==> config.mk <==
export PLATFORM = sky130hd
export DESIGN_NAME = uart_command_packet_framer_unit_flat
export DESIGN_NICKNAME = d
export VERILOG_FILES = /design/src/rtl/core/ucpf_pkg.sv /design/src/rtl/core/ucpf_if.sv /design/src/rtl/core/ucpf_queue.sv /design/src/rtl/core/ucpf_front.sv /design/src/rtl/core/ucpf_back.sv /design/src/rtl/core/uart_command_packet_framer_unit.sv /design/src/flat_wrapper.sv
export VERILOG_INCLUDE_DIRS = /design/src /design/src/rtl/core
export SDC_FILE = /design/constraint.sdc
export NUM_CORES = 1
export LEC_CHECK = 0
export BUFFER_PORTS_ARGS = -buffer_cell sky130_fd_sc_hd__buf_2
export CORE_AREA = 2 2 148 135
export CTS_CLUSTER_DIAMETER = 50
export DETAILED_ROUTE_END_ITERATION = 8
export DIE_AREA = 0 0 150 137
export PLACE_DENSITY = 0.67
export SYNTH_ARGS = -nofsm -noshare
export SYNTH_HDL_FRONTEND = slang
export SYNTH_SLANG_ARGS = --single-unit
==> constraint.sdc <==
create_clock -name i_clk -period 5.05 [get_ports i_clk]
set_clock_uncertainty 0.1 [all_clocks]
set_input_delay 1.01 -clock i_clk [delete_from_list [all_inputs] [get_ports i_clk]]
set_output_delay 1.01 -clock i_clk [all_outputs]
set_load 0.01 [all_outputs]
==> src/rtl/core/uart_command_packet_framer_unit_defines.svh <==
// assertion macros shared by the framer modules
`ifndef UART_COMMAND_PACKET_FRAMER_UNIT_DEFINES_SVH
`define UART_COMMAND_PACKET_FRAMER_UNIT_DEFINES_SVH

// same-cycle implication, disabled while reset is low
`define UCPF_ASSERT_IMPL(lbl, clk, rst_n, ante, cons, msg) \
    lbl: assert property (@(posedge clk) disable iff (!rst_n) (ante) |-> (cons)) \
        else $error(msg);

// next-cycle implication, disabled while reset is low
`define UCPF_ASSERT_NEXT(lbl, clk, rst_n, ante, cons, msg) \
    lbl: assert property (@(posedge clk) disable iff (!rst_n) (ante) |=> (cons)) \
        else $error(msg);

`endif

==> src/rtl/core/ucpf_pkg.sv <==
// shared types and constants of the command packet framer
package ucpf_pkg;

    // request kinds
    localparam logic [1:0] UCPF_REQ_SHORT = 2'd0;
    localparam logic [1:0] UCPF_REQ_WRITE = 2'd1;
    localparam logic [1:0] UCPF_REQ_BATCH = 2'd2;
    localparam logic [1:0] UCPF_REQ_DATA  = 2'd3;

    // frame bytes
    localparam logic [7:0] UCPF_HDR0      = 8'h41;
    localparam logic [7:0] UCPF_HDR1      = 8'h44;
    localparam logic [7:0] UCPF_BATCH_CMD = 8'h43;
    localparam logic [7:0] UCPF_END       = 8'hFE;

    // job queue between the front and back ends
    localparam int UCPF_QDEPTH = 4;
    localparam int UCPF_PTR_W  = $clog2(UCPF_QDEPTH);
    localparam int UCPF_CNT_W  = $clog2(UCPF_QDEPTH + 1);

    // what the back end has to serialize for one request
    typedef enum logic [1:0] {
        KIND_FULL,   // 41 44 a b c FE sum
        KIND_BHDR,   // 41 44 43 a
        KIND_DATA,   // a
        KIND_LAST    // a FE sum
    } t_kind;

    typedef struct packed {
        t_kind      kind;
        logic [7:0] byte_a;
        logic [7:0] byte_b;
        logic [7:0] byte_c;
        logic [7:0] sum;
    } t_job;

    typedef struct packed {
        logic full;
        logic empty;
    } t_q_status;

endpackage

==> src/rtl/core/ucpf_if.sv <==
// handshake channels of the framer: request beats in, stream bytes out
interface ucpf_req_if;
    logic       valid;
    logic       ready;
    logic [1:0] req_type;
    logic [7:0] cmd_byte;
    logic [7:0] arg_byte;
    logic [3:0] mode_bits;
    logic [7:0] fifth_byte;
    logic [7:0] triplet_count;

    modport source (
        output valid, req_type, cmd_byte, arg_byte, mode_bits, fifth_byte, triplet_count,
        input  ready
    );
    modport sink (
        input  valid, req_type, cmd_byte, arg_byte, mode_bits, fifth_byte, triplet_count,
        output ready
    );
endinterface

interface ucpf_byte_if;
    logic       valid;
    logic       ready;
    logic [7:0] out_byte;
    logic       frame_end;

    modport source (
        output valid, out_byte, frame_end,
        input  ready
    );
    modport sink (
        input  valid, out_byte, frame_end,
        output ready
    );
endinterface

==> src/rtl/core/ucpf_queue.sv <==
// small register fifo of jobs between the front and back ends
`include "uart_command_packet_framer_unit_defines.svh"

module ucpf_queue (
    input  logic                 i_clk,
    input  logic                 i_rst_n,
    input  logic                 i_push,
    input  ucpf_pkg::t_job       i_job,
    input  logic                 i_pop,
    output ucpf_pkg::t_job       o_job,
    output ucpf_pkg::t_q_status  o_status
);

    ucpf_pkg::t_job                      r_mem [ucpf_pkg::UCPF_QDEPTH];
    logic [ucpf_pkg::UCPF_PTR_W-1:0]     r_wr_ptr;
    logic [ucpf_pkg::UCPF_PTR_W-1:0]     r_rd_ptr;
    logic [ucpf_pkg::UCPF_CNT_W-1:0]     r_count;
    logic [ucpf_pkg::UCPF_CNT_W-1:0]     n_count;
    logic                                w_full;
    logic                                w_empty;
    logic                                w_wr;
    logic                                w_rd;

    assign w_full  = (r_count == ucpf_pkg::UCPF_CNT_W'(ucpf_pkg::UCPF_QDEPTH));
    assign w_empty = (r_count == '0);
    assign w_wr    = i_push && !w_full;
    assign w_rd    = i_pop && !w_empty;

    always_comb begin
        n_count = r_count;
        if (w_wr && !w_rd) begin
            n_count = r_count + 1'b1;
        end else if (w_rd && !w_wr) begin
            n_count = r_count - 1'b1;
        end
    end

    always_ff @(posedge i_clk) begin
        if (!i_rst_n) begin
            r_wr_ptr <= '0;
            r_rd_ptr <= '0;
            r_count  <= '0;
        end else begin
            r_count <= n_count;
            if (w_wr) begin
                r_wr_ptr <= r_wr_ptr + 1'b1;
            end
            if (w_rd) begin
                r_rd_ptr <= r_rd_ptr + 1'b1;
            end
        end
    end

    always_ff @(posedge i_clk) begin
        if (w_wr) begin
            r_mem[r_wr_ptr] <= i_job;
        end
    end

    assign o_job          = r_mem[r_rd_ptr];
    assign o_status.full  = w_full;
    assign o_status.empty = w_empty;

    `UCPF_ASSERT_IMPL(a_no_overflow, i_clk, i_rst_n, i_push, !w_full, "job pushed into full queue")
    `UCPF_ASSERT_IMPL(a_pop_nonempty, i_clk, i_rst_n, i_pop, !w_empty, "job popped from empty queue")

endmodule

==> src/rtl/core/ucpf_front.sv <==
// front end: takes requests, tracks the open batch and queues byte jobs
`include "uart_command_packet_framer_unit_defines.svh"

module ucpf_front (
    input  logic                 i_clk,
    input  logic                 i_rst_n,
    ucpf_req_if.sink             i_req,
    input  ucpf_pkg::t_q_status  i_q_status,
    output logic                 o_push,
    output ucpf_pkg::t_job       o_job
);

    logic       r_open;
    logic [9:0] r_left;
    logic [7:0] r_sum;
    logic       n_open;
    logic [9:0] n_left;
    logic [7:0] n_sum;
    logic       w_accept;
    logic [7:0] w_mid;
    logic [7:0] w_full_sum;

    assign i_req.ready = !i_q_status.full;
    assign w_accept    = i_req.valid && i_req.ready;

    // fourth byte of a full frame
    assign w_mid = (i_req.req_type == ucpf_pkg::UCPF_REQ_SHORT)
                 ? (i_req.arg_byte | {4'h0, i_req.mode_bits}) : i_req.arg_byte;

    assign w_full_sum = 8'(ucpf_pkg::UCPF_HDR0 + ucpf_pkg::UCPF_HDR1 + ucpf_pkg::UCPF_END
                        + i_req.cmd_byte + w_mid + i_req.fifth_byte);

    always_comb begin
        n_open = r_open;
        n_left = r_left;
        n_sum  = r_sum;
        o_push = 1'b0;
        o_job  = '0;
        if (w_accept) begin
            case (i_req.req_type)
                ucpf_pkg::UCPF_REQ_DATA: begin
                    if (r_open) begin
                        o_push       = 1'b1;
                        o_job.byte_a = i_req.arg_byte;
                        if (r_left == 10'd1) begin
                            o_job.kind = ucpf_pkg::KIND_LAST;
                            o_job.sum  = 8'(r_sum + i_req.arg_byte + ucpf_pkg::UCPF_END);
                            n_open     = 1'b0;
                            n_left     = '0;
                            n_sum      = '0;
                        end else begin
                            o_job.kind = ucpf_pkg::KIND_DATA;
                            n_sum      = 8'(r_sum + i_req.arg_byte);
                            n_left     = r_left - 10'd1;
                        end
                    end
                end
                ucpf_pkg::UCPF_REQ_SHORT, ucpf_pkg::UCPF_REQ_WRITE: begin
                    if (!r_open) begin
                        o_push       = 1'b1;
                        o_job.kind   = ucpf_pkg::KIND_FULL;
                        o_job.byte_a = i_req.cmd_byte;
                        o_job.byte_b = w_mid;
                        o_job.byte_c = i_req.fifth_byte;
                        o_job.sum    = w_full_sum;
                    end
                end
                ucpf_pkg::UCPF_REQ_BATCH: begin
                    if (!r_open && (i_req.triplet_count != 8'd0)) begin
                        o_push       = 1'b1;
                        o_job.kind   = ucpf_pkg::KIND_BHDR;
                        o_job.byte_a = i_req.triplet_count;
                        n_open       = 1'b1;
                        // three data bytes per triplet
                        n_left       = {2'b00, i_req.triplet_count}
                                     + {1'b0, i_req.triplet_count, 1'b0};
                        n_sum        = 8'(ucpf_pkg::UCPF_HDR0 + ucpf_pkg::UCPF_HDR1
                                     + ucpf_pkg::UCPF_BATCH_CMD + i_req.triplet_count);
                    end
                end
                default: begin
                end
            endcase
        end
    end

    always_ff @(posedge i_clk) begin
        if (!i_rst_n) begin
            r_open <= 1'b0;
            r_left <= '0;
            r_sum  <= '0;
        end else begin
            r_open <= n_open;
            r_left <= n_left;
            r_sum  <= n_sum;
        end
    end

    `UCPF_ASSERT_IMPL(a_open_left, i_clk, i_rst_n, 1'b1, r_open == (r_left != 10'd0), "batch flag and byte count disagree")
    `UCPF_ASSERT_NEXT(a_hold_idle, i_clk, i_rst_n, !w_accept, $stable(r_sum) && $stable(r_left), "batch state moved without a request")

endmodule

==> src/rtl/core/ucpf_back.sv <==
// back end: serializes queued jobs into the output byte stream
`include "uart_command_packet_framer_unit_defines.svh"

module ucpf_back (
    input  logic                 i_clk,
    input  logic                 i_rst_n,
    input  ucpf_pkg::t_job       i_job,
    input  ucpf_pkg::t_q_status  i_q_status,
    output logic                 o_pop,
    ucpf_byte_if.source          o_byte
);

    logic [2:0] r_idx;
    logic       r_valid;
    logic [7:0] r_byte;
    logic       r_end;
    logic [7:0] w_sel;
    logic       w_sel_end;
    logic [2:0] w_last_idx;
    logic       w_load;

    always_comb begin
        w_sel      = i_job.byte_a;
        w_sel_end  = 1'b0;
        w_last_idx = 3'd0;
        case (i_job.kind)
            ucpf_pkg::KIND_FULL: begin
                w_last_idx = 3'd6;
                case (r_idx)
                    3'd0:    w_sel = ucpf_pkg::UCPF_HDR0;
                    3'd1:    w_sel = ucpf_pkg::UCPF_HDR1;
                    3'd2:    w_sel = i_job.byte_a;
                    3'd3:    w_sel = i_job.byte_b;
                    3'd4:    w_sel = i_job.byte_c;
                    3'd5:    w_sel = ucpf_pkg::UCPF_END;
                    default: begin
                        w_sel     = i_job.sum;
                        w_sel_end = 1'b1;
                    end
                endcase
            end
            ucpf_pkg::KIND_BHDR: begin
                w_last_idx = 3'd3;
                case (r_idx)
                    3'd0:    w_sel = ucpf_pkg::UCPF_HDR0;
                    3'd1:    w_sel = ucpf_pkg::UCPF_HDR1;
                    3'd2:    w_sel = ucpf_pkg::UCPF_BATCH_CMD;
                    default: w_sel = i_job.byte_a;
                endcase
            end
            ucpf_pkg::KIND_LAST: begin
                w_last_idx = 3'd2;
                case (r_idx)
                    3'd0:    w_sel = i_job.byte_a;
                    3'd1:    w_sel = ucpf_pkg::UCPF_END;
                    default: begin
                        w_sel     = i_job.sum;
                        w_sel_end = 1'b1;
                    end
                endcase
            end
            default: begin
                w_sel      = i_job.byte_a;
                w_last_idx = 3'd0;
            end
        endcase
    end

    // output register refills whenever it is empty or being drained and the queue holds a job
    assign w_load = !i_q_status.empty && (!r_valid || o_byte.ready);
    assign o_pop  = w_load && (r_idx == w_last_idx);

    always_ff @(posedge i_clk) begin
        if (!i_rst_n) begin
            r_idx   <= '0;
            r_valid <= 1'b0;
        end else begin
            if (w_load) begin
                r_valid <= 1'b1;
                r_idx   <= (r_idx == w_last_idx) ? 3'd0 : r_idx + 3'd1;
            end else if (o_byte.ready) begin
                r_valid <= 1'b0;
            end
        end
    end

    always_ff @(posedge i_clk) begin
        if (w_load) begin
            r_byte <= w_sel;
            r_end  <= w_sel_end;
        end
    end

    assign o_byte.valid     = r_valid;
    assign o_byte.out_byte  = r_byte;
    assign o_byte.frame_end = r_end;

    `UCPF_ASSERT_IMPL(a_end_closes_job, i_clk, i_rst_n, r_valid && r_end, r_idx == 3'd0, "frame end shown mid job")

endmodule

==> src/rtl/core/uart_command_packet_framer_unit.sv <==
// Command packet framer: each request beat on i_req becomes zero to seven bytes on o_byte, one
// byte per cycle at most. A short command or register write yields a seven-byte frame, a batch
// header four, a batch data byte one, and the final data byte of a batch three (data, 0xFE,
// checksum with frame_end set). Requests that give no bytes (zero count, data outside a batch,
// other requests inside a batch) are still accepted. The front end classifies a request in the
// cycle it is taken and writes at most one job into a four-entry queue; i_req.ready drops only
// while that queue is full, so the sustained request rate is set by the one-byte-per-cycle
// output register of the back end while o_byte.ready is high. The first byte of a frame passes
// through the queue and then that output register; o_byte holds while o_byte.ready is low.
module uart_command_packet_framer_unit (
    input  logic         i_clk,
    input  logic         i_rst_n,
    ucpf_req_if.sink     i_req,
    ucpf_byte_if.source  o_byte
);

    logic                 w_push;
    logic                 w_pop;
    ucpf_pkg::t_job       w_in_job;
    ucpf_pkg::t_job       w_head_job;
    ucpf_pkg::t_q_status  w_q_status;

    ucpf_front u_front (
        .i_clk      (i_clk),
        .i_rst_n    (i_rst_n),
        .i_req      (i_req),
        .i_q_status (w_q_status),
        .o_push     (w_push),
        .o_job      (w_in_job)
    );

    ucpf_queue u_queue (
        .i_clk    (i_clk),
        .i_rst_n  (i_rst_n),
        .i_push   (w_push),
        .i_job    (w_in_job),
        .i_pop    (w_pop),
        .o_job    (w_head_job),
        .o_status (w_q_status)
    );

    ucpf_back u_back (
        .i_clk      (i_clk),
        .i_rst_n    (i_rst_n),
        .i_job      (w_head_job),
        .i_q_status (w_q_status),
        .o_pop      (w_pop),
        .o_byte     (o_byte)
    );

endmodule

==> src/flat_wrapper.sv <==
// flat-port wrapper written by rule: the top's interface ports become plain ports
module uart_command_packet_framer_unit_flat 
  (i_clk, i_rst_n, i_req_valid, i_req_req_type, i_req_cmd_byte, i_req_arg_byte, i_req_mode_bits, i_req_fifth_byte, i_req_triplet_count, i_req_ready, o_byte_valid, o_byte_out_byte, o_byte_frame_end, o_byte_ready);
  ucpf_req_if i_req_i ();
  ucpf_byte_if o_byte_i ();
  input  logic i_clk;
  input  logic i_rst_n;
  input wire logic [$bits(i_req_i.valid)-1:0] i_req_valid;
  input wire logic [$bits(i_req_i.req_type)-1:0] i_req_req_type;
  input wire logic [$bits(i_req_i.cmd_byte)-1:0] i_req_cmd_byte;
  input wire logic [$bits(i_req_i.arg_byte)-1:0] i_req_arg_byte;
  input wire logic [$bits(i_req_i.mode_bits)-1:0] i_req_mode_bits;
  input wire logic [$bits(i_req_i.fifth_byte)-1:0] i_req_fifth_byte;
  input wire logic [$bits(i_req_i.triplet_count)-1:0] i_req_triplet_count;
  output wire logic [$bits(i_req_i.ready)-1:0] i_req_ready;
  output wire logic [$bits(o_byte_i.valid)-1:0] o_byte_valid;
  output wire logic [$bits(o_byte_i.out_byte)-1:0] o_byte_out_byte;
  output wire logic [$bits(o_byte_i.frame_end)-1:0] o_byte_frame_end;
  input wire logic [$bits(o_byte_i.ready)-1:0] o_byte_ready;
  assign i_req_i.valid = i_req_valid;
  assign i_req_i.req_type = i_req_req_type;
  assign i_req_i.cmd_byte = i_req_cmd_byte;
  assign i_req_i.arg_byte = i_req_arg_byte;
  assign i_req_i.mode_bits = i_req_mode_bits;
  assign i_req_i.fifth_byte = i_req_fifth_byte;
  assign i_req_i.triplet_count = i_req_triplet_count;
  assign i_req_ready = i_req_i.ready;
  assign o_byte_valid = o_byte_i.valid;
  assign o_byte_out_byte = o_byte_i.out_byte;
  assign o_byte_frame_end = o_byte_i.frame_end;
  assign o_byte_i.ready = o_byte_ready;
  uart_command_packet_framer_unit u_core (.i_clk(i_clk), .i_rst_n(i_rst_n), .i_req(i_req_i), .o_byte(o_byte_i));
endmodule
==> out/metrics.yaml, run 1 <==
run_status: "completed"
die_y_um: 137
cts-htree-levels: 4
cellLeakagePower_uw: 0.00392
insertion_delay_ps: 440
synth_fp_nets: 884
tritoncts.num_buffers: 17
num_rows: 48
die_w_um: 150
clkTransAtPathRegs_ps: 80
report.final.hold_viol_count: 0
worstSetupStartpointType: "input port"
synth.cells.most_frequent: "sky130_fd_sc_hd__edfxtp_1 (145), sky130_fd_sc_hd__nor2_1 (59), sky130_fd_sc_hd__inv_1 (57)"
num-fill-cells: 1611
postSynth.asyncResetShare: 0
crit_required_ps: 5180
top_level_i_o_count: 53
sequential_share_of_the_synthesized_area: 0.535
biggest_area_consumer_among_synthesized_cells: "sky130_fd_sc_hd__edfxtp_1"
netlist_area_um2: 9340
grt_pass1_wl_um: 33700
clock_tree_from_tritoncts: "done"
setup_tns_ps: 0
all_layer_global_routing_usage: 0.218
slowest_stage: "sky130_fd_sc_hd__fa_1"
synthDominantCellAreaShare: 0.466
grt_overflow_total: 0
maximum_number_of_pins_on_one_net_before_global_route_repair: 45
finalSetupViolations: 0
slew-limit-headroom: 0.305
viasPerCell: 5.92
vias: 6451
detail_route.wl_per_cell_um: 19.9
finalWeightedCongestion: 0.902
synth_edf_count: 145
rrSetupSlack_ps: 1500
grt_pass1_vias: 6156
synth-seq-cells: 177
fin_cells: 1089
worstPathMaxFanout: 11
core_area_um2: 19000
routed_wl_um: 21600
holdPathStages: 2
cts.root.buffer_cell: "sky130_fd_sc_hd__clkbuf_16"
drc: 0
kind_of_cell_adding_the_most_delay_to_the_critical_path: "adder cells"
clkSinkCount: 177
firstDrtPassIters: 6
clockBufferDepth: 2
cap_violations: 0
max-vdd-ir-drop_uv: 283
yosys.cell_count.top_type: "sky130_fd_sc_hd__edfxtp_1"
die_ar_um2: 20600
min-delay-path-class: "flop to flop"
rr_endpoint: "u_core.u_queue.r_count[2]$_SDFFE_PN0P_"
syn_to_layout_area_delta_pct: 11.7
mean_instance_size_in_the_synthesized_netlist_um2: 12.0
starting_density_of_the_core: 0.492
rsz0062_at_grt: "no"
critical-path-max-stage-delay_ps: 500
ff2ff_path_depth: 12
count_of_buffering_cells_on_the_critical_path_with_inverters_included: 3
power_density_nw_per_um2: 461
post-cts-setup-buffer-count: 0
syn-instance-count: 780
criticalPathCategory: "input port to flop"
synth.lib_cells_used.distinct: 53
post_cts_resize_count: 0
drt_iter0_markers: 614
achievable-frequency_mhz: 264
dp_hpwl_um: 15500
antenna_found_initial: 0
layout.nets: 930
start_point_of_the_worst_min_delay_path: "u_core.u_back.o_byte.valid$_SDFFE_PN0P_"
post_route_cells_drive_above_1_share: 0.145
hold_buffers: 0
synth_warnings: 0
period_share: 0.750
placed_cells: 1057
finalPower_uw: 4810
final_antenna_net_count: 0
slew_at_the_pin_with_the_worst_max_slew_slack_ps: 1040
critical_path_data_arrival_time_ps: 3920
antennaDiodeCount: 0
buffer_ports.inserted: 52
ranking_of_synthesized_cells_by_area: "sky130_fd_sc_hd__edfxtp_1 (47%), sky130_fd_sc_hd__ha_1 (7.0%), sky130_fd_sc_hd__dfxtp_1 (6.9%)"
ys.flop_type: "sky130_fd_sc_hd__edfxtp_1"
cp-end-kind: "flop"
crit_path_cell_trace: "buf_2, nor2_1, a21oi_1, fa_1, inv_1, ha_1, inv_1, fa_1, nor2b_1, nor3_1, o21bai_1, a21oi_1, xnor2_1, o22ai_1"
min_to: "u_core.u_back.o_byte.valid$_SDFFE_PN0P_"
period_minus_slack_ps: 3790
timing_max_transition_violations_final: 0
==> worst reg2reg max path: stages (launching register included) <==
cell and delay (ps):
sky130_fd_sc_hd__dfxtp_2 450, sky130_fd_sc_hd__mux4_2 580, sky130_fd_sc_hd__inv_1 100, sky130_fd_sc_hd__ha_1 370, sky130_fd_sc_hd__xnor2_1 140, sky130_fd_sc_hd__nor3_1 430
sky130_fd_sc_hd__nand2_1 240, sky130_fd_sc_hd__ha_1 280, sky130_fd_sc_hd__inv_1 80, sky130_fd_sc_hd__fa_1 180, sky130_fd_sc_hd__xor2_1 70, sky130_fd_sc_hd__or3_1 320
sky130_fd_sc_hd__a21boi_0 160
==> report_power, final <==
part / leakage [uW] / switching [uW] / internal [uW]
clock network: 0.000305 / 664 / 684
registers: 0.00162 / 81.6 / 1830
logic: 0.00200 / 954 / 601
total: 0.00392 / 1700 / 3120
==> layout by cell type (no fill, tap or decap), types with 7 or more instances in the layout <==
| cell type | Yosys | layout |
|---|---|---|
| sky130_fd_sc_hd__nand2b_1 | 8 | 8 |
| sky130_fd_sc_hd__o221ai_1 | 9 | 9 |
| sky130_fd_sc_hd__a22oi_1 | 19 | 19 |
| sky130_fd_sc_hd__buf_4 | 3 | 8 |
| sky130_fd_sc_hd__nor3_1 | 11 | 11 |
| sky130_fd_sc_hd__mux4_2 | 21 | 21 |
| sky130_fd_sc_hd__inv_8 | 0 | 7 |
| sky130_fd_sc_hd__fa_1 | 10 | 10 |
| sky130_fd_sc_hd__and3_1 | 9 | 9 |
| sky130_fd_sc_hd__xnor2_1 | 25 | 25 |
| sky130_fd_sc_hd__ha_1 | 52 | 52 |
| sky130_fd_sc_hd__mux2i_1 | 20 | 20 |
| sky130_fd_sc_hd__o21ai_1 | 37 | 37 |
| sky130_fd_sc_hd__and2_1 | 12 | 12 |
| sky130_fd_sc_hd__nand2_1 | 39 | 39 |
| sky130_fd_sc_hd__nor2_1 | 59 | 59 |
| sky130_fd_sc_hd__a21oi_1 | 39 | 39 |
| sky130_fd_sc_hd__buf_2 | 5 | 52 |
| sky130_fd_sc_hd__inv_1 | 57 | 57 |
| sky130_fd_sc_hd__clkbuf_16 | 0 | 17 |
| sky130_fd_sc_hd__nor2b_1 | 18 | 18 |
| sky130_fd_sc_hd__nand3_1 | 14 | 14 |
| sky130_fd_sc_hd__edfxtp_1 | 145 | 145 |
| sky130_fd_sc_hd__xor2_1 | 12 | 12 |
| sky130_fd_sc_hd__o21ai_0 | 23 | 23 |
| sky130_fd_sc_hd__dfxtp_1 | 32 | 31 |
==> state kept, by name, indices dropped and copies added (netlist names), named ones only <==
name	flops
u_core.u_back.o_byte.out_byte	8
u_core.u_queue.r_mem	136
u_core.u_front.r_left	10
u_core.u_front.r_open	1
u_core.u_queue.r_wr_ptr	2
u_core.u_front.r_sum	8
u_core.u_queue.r_rd_ptr	2
u_core.u_back.r_idx	3
u_core.u_queue.r_count	3
u_core.u_back.o_byte.valid	1
u_core.u_back.o_byte.frame_end	1
==> worst max path at each step <==
stage	startpoint	endpoint	slack [ps]	cells after the start
finish	i_req_req_type[1]	u_core.u_queue.r_mem[2][7]$_DFFE_PP_	1260	14
global route	i_req_req_type[1]	u_core.u_queue.r_mem[2][7]$_DFFE_PP_	1020	14
CTS	i_req_req_type[1]	u_core.u_queue.r_mem[2][7]$_DFFE_PP_	1300	14
detailed placement	i_req_req_type[1]	u_core.u_queue.r_mem[2][7]$_DFFE_PP_	850	14
global placement	i_req_req_type[1]	u_core.u_queue.r_mem[0][6]$_DFFE_PP_	980	13
floorplan	i_req_req_type[1]	u_core.u_queue.r_mem[0][6]$_DFFE_PP_	1170	13
==> metal layers <==
metal | vias up | part of all wire | wire length (um) | global-route usage
li1 | 2986 | - | - | -
met1 | 3168 | 0.45 | 9750 | 0.313
met2 | 268 | 0.47 | 10200 | 0.344
met3 | 29 | 0.066 | 1420 | 0.0337
met4 | 0 | 0.013 | 283 | 0.0681
met5 | - | 0 | 0 | 0
==> cell families after synthesis <==
logic type      Yosys count  synth area share
simple gates            180            0.0919
mux                      48            0.0805
compound gates          185             0.126
buf+inv                  91            0.0408
fa+ha+maj                62            0.0911
flops                   177             0.535
xor+xnor                 37            0.0347
==> final cells by class <==
| class | count | area [um2] | area share |
|---|---|---|---|
| clock inverters | 15 | 201 | 0.0193 |
| well taps | 250 | 313 | 0.0300 |
| inverters | 58 | 218 | 0.0209 |
| multi-input cells | 512 | 3970 | 0.380 |
| repair buffers | 60 | 320 | 0.0307 |
| flip-flops and latches | 177 | 5000 | 0.479 |
| clock buffers | 17 | 425 | 0.0407 |
==> per-stage QoR <==
stage / instance area [um2] / hold slack [ps] / utilization / worst slack (ps)
after global routing: 10400 / 401 / 0.550 / 1020
after detailed placement: 9810 / 375 / 0.517 / 847
after CTS: 10400 / 384 / 0.550 / 1300
after floorplan: 9340 / 350 / - / 1170
final: 10400 / 376 / 0.550 / 1260
after global placement: 9810 / 369 / 0.517 / 976
(Power assumes the default switching activity.)
==> run 2: changes to the inputs <==
==> constraint.sdc (replaced) <==
create_clock -name i_clk -period 3.8 [get_ports i_clk]
set_clock_uncertainty 0.1 [all_clocks]
set_input_delay 0.76 -clock i_clk [delete_from_list [all_inputs] [get_ports i_clk]]
set_output_delay 0.76 -clock i_clk [all_outputs]
set_load 0.01 [all_outputs]
==> run 2 against run 1 <==
Utilization grew 0.69 points. Combinational power grew 38%. Clock-buffer cell count grew 1. Largest cell class unchanged. Critical path depth grew 1. Routed wire length grew 2.1%. Sequential power grew 33%. Sequential cell count is the same. Clock power grew 33%. Hold slack gained 12 ps. Non-clock buffer count grew 13. Sequential share of layout area shrank 0.59 points. Critical path type unchanged.
==> out/metrics.yaml, run 2 (same netlist as run 1, synthesis figures left out) <==
run_status: "completed"  # unchanged
cp-end-kind: "flop"  # unchanged
multi_input_comb_area_um2: 3970  # unchanged
period_minus_slack_ps: 3420
worstSetupStartpointType: "input port"  # unchanged
starting_density_of_the_core: 0.492  # unchanged
layout_common_cells: "sky130_fd_sc_hd__edfxtp_1 (145), sky130_fd_sc_hd__nor2_1 (59), sky130_fd_sc_hd__inv_1 (57)"  # unchanged
critical_path_data_arrival_time_ps: 3530  # was 3920 ps
rsz0062_at_grt: "no"  # unchanged
drt_iter0_markers: 572  # was 614
num_rows: 48  # unchanged
start_point_of_the_worst_min_delay_path: "u_core.u_back.o_byte.valid$_SDFFE_PN0P_"  # unchanged
crit_required_ps: 3910  # was 5180 ps
most_frequent_standard_cell_in_the_layout_excluding_fill_and_tap_cells: "sky130_fd_sc_hd__edfxtp_1"  # unchanged
cap_violations: 0  # unchanged
max-vdd-ir-drop_uv: 389  # was 283 uV
timing_max_transition_violations_final: 0  # unchanged
clkSinkCount: 177  # unchanged
pre_cts_ws_ps: 0.834  # was 847 ps
reg.largest.list: "u_core.u_queue.r_mem (136), u_core.u_front.r_left (10)"  # unchanged
worstPathMaxFanout: 4  # was 11
period_share: 0.900
die_ar_um2: 20600  # unchanged
antennaDiodeCount: 0  # unchanged
firstDrtPassIters: 5  # was 6
num-fill-cells: 1569  # was 1,611
maximum_number_of_pins_on_one_net_before_global_route_repair: 35  # was 45
cts-htree-levels: 4  # unchanged
all_layer_global_routing_usage: 0.224  # was 0.218
achievable-frequency_mhz: 293
min-delay-path-class: "flop to flop"  # unchanged
number_of_flip_flops_in_the_largest_register: 136  # unchanged
clock_tree_from_tritoncts: "done"  # unchanged
finalPower_uw: 6470  # was 4810 uW
die_w_um: 150  # unchanged
cellLeakagePower_uw: 0.00399  # was 0.00392 uW
grt_pass1_wl_um: 34500  # was 33,700 um
finalWeightedCongestion: 0.911  # was 0.902
routed_wl_um: 22100  # was 21,600 um
antenna_found_initial: 0  # unchanged
post_route_cells_drive_above_1_share: 0.156  # was 0.145
insertion_delay_ps: 430  # was 440 ps
vias: 6495  # was 6,451
register_area_um2: 5000  # unchanged
top_level_i_o_count: 53  # unchanged
setup_slack_ps: 382  # was 1260 ps
ff2ff_path_depth: 13  # was 12
cts.root.buffer_cell: "sky130_fd_sc_hd__clkbuf_16"  # unchanged
dp_hpwl_um: 16000  # was 15,500 um
tritoncts.num_buffers: 17  # unchanged
post_cts_resize_count: 0  # unchanged
detail_route.wl_per_cell_um: 20.1  # was 19.9 um
syn_to_layout_area_delta_pct: 13.1  # was 11.7%
drc: 0  # unchanged
slew_at_the_pin_with_the_worst_max_slew_slack_ps: 972  # was 1040 ps
buffer_ports.inserted: 52  # unchanged
grt_pass1_vias: 6389  # was 6,156
clkTransAtPathRegs_ps: 70  # was 80 ps
rr_endpoint: "u_core.u_queue.r_count[2]$_SDFFE_PN0P_"  # unchanged
die_y_um: 137  # unchanged
core_area_um2: 19000  # unchanged
min_to: "u_core.u_back.o_byte.valid$_SDFFE_PN0P_"  # unchanged
criticalPathCategory: "input port to flop"  # unchanged
report.final.hold_viol_count: 0  # unchanged
hold_buffers: 0  # unchanged
slew-limit-headroom: 0.350  # was 0.305
layout.nets: 943  # was 930
registers.top_by_ff_count: "u_core.u_queue.r_mem"  # unchanged
setup_tns_ps: 0  # unchanged
rrSetupSlack_ps: 510  # was 1500 ps
clockBufferDepth: 2  # unchanged
finalSetupViolations: 0  # unchanged
power_density_nw_per_um2: 612  # was 461 nW/um2
post-cts-setup-buffer-count: 0  # unchanged
grt_overflow_total: 0  # unchanged
viasPerCell: 5.90  # was 5.92
holdPathStages: 2  # unchanged
final_antenna_net_count: 0  # unchanged
## run 2: final cells by class
| cell class | count | area share |
|---|---|---|
| clock buffers | 18 | 0.0406 |
| repair buffers | 73 | 0.0443 |
| well taps | 250 | 0.0296 |
| multi-input cells | 512 | 0.375 |
| clock inverters | 13 | 0.0170 |
| flip-flops and latches | 177 | 0.473 |
| inverters | 58 | 0.0206 |
## run 2: how the worst max path moves through the flow
stage                            from                                endpoint  slack [ps]  depth (start not counted)
floorplan                        flop  u_core.u_queue.r_count[2]$_SDFFE_PN0P_          40                         18
global placement    i_req_req_type[1]    u_core.u_queue.r_mem[0][6]$_DFFE_PP_         120                         14
detailed placement  i_req_req_type[1]    u_core.u_queue.r_mem[2][7]$_DFFE_PP_         0.8                         15
CTS                 i_req_req_type[1]    u_core.u_queue.r_mem[1][7]$_DFFE_PP_         450                         15
global route        i_req_req_type[1]    u_core.u_queue.r_mem[0][7]$_DFFE_PP_         220                         15
finish              i_req_req_type[1]    u_core.u_queue.r_mem[0][7]$_DFFE_PP_         380                         15
## run 2: metal layers
| layer | vias to the layer above | track usage | part of all wire |
|---|---|---|---|
| met1 | 3195 | 0.308 | 0.45 |
| met2 | 273 | 0.368 | 0.47 |
| li1 | 2998 | - | - |
| met5 | - | 0 | 0 |
| met3 | 29 | 0.0407 | 0.070 |
| met4 | 0 | 0.0645 | 0.018 |
## run 2: power breakdown
group	leakage, uW	total [uW]	internal, uW	switching [uW]
Clock	0.000294	1800	1040	750
Combinational	0.00208	2140	846	1290
Sequential	0.00162	2540	2430	105
Total	0.00399	6470	4320	2150
## run 2: worst max-delay path: stages
cell,delay [ps]
sky130_fd_sc_hd__buf_2,100
sky130_fd_sc_hd__nor2_1,100
sky130_fd_sc_hd__buf_4,150
sky130_fd_sc_hd__a21oi_1,110
sky130_fd_sc_hd__fa_1,490
sky130_fd_sc_hd__inv_1,40
sky130_fd_sc_hd__ha_1,300
sky130_fd_sc_hd__inv_1,70
sky130_fd_sc_hd__fa_1,440
sky130_fd_sc_hd__nor2b_1,180
sky130_fd_sc_hd__nor3_1,90
sky130_fd_sc_hd__o21bai_1,160
sky130_fd_sc_hd__a21oi_1,100
sky130_fd_sc_hd__xnor2_1,130
sky130_fd_sc_hd__o22ai_1,310
## run 2: metrics by stage
stage / instances / hold WS (ps) / cell area [um2] / utilization
2_1_floorplan: 780 / 350 / 9340 / -
3_3_place_gp: 1070 / 367 / 9960 / 0.525
3_5_place_dp: 1070 / 380 / 9960 / 0.525
4_1_cts: 1101 / 390 / 10600 / 0.557
5_1_grt: 1101 / 412 / 10600 / 0.557
6_report: 1101 / 387 / 10600 / 0.557
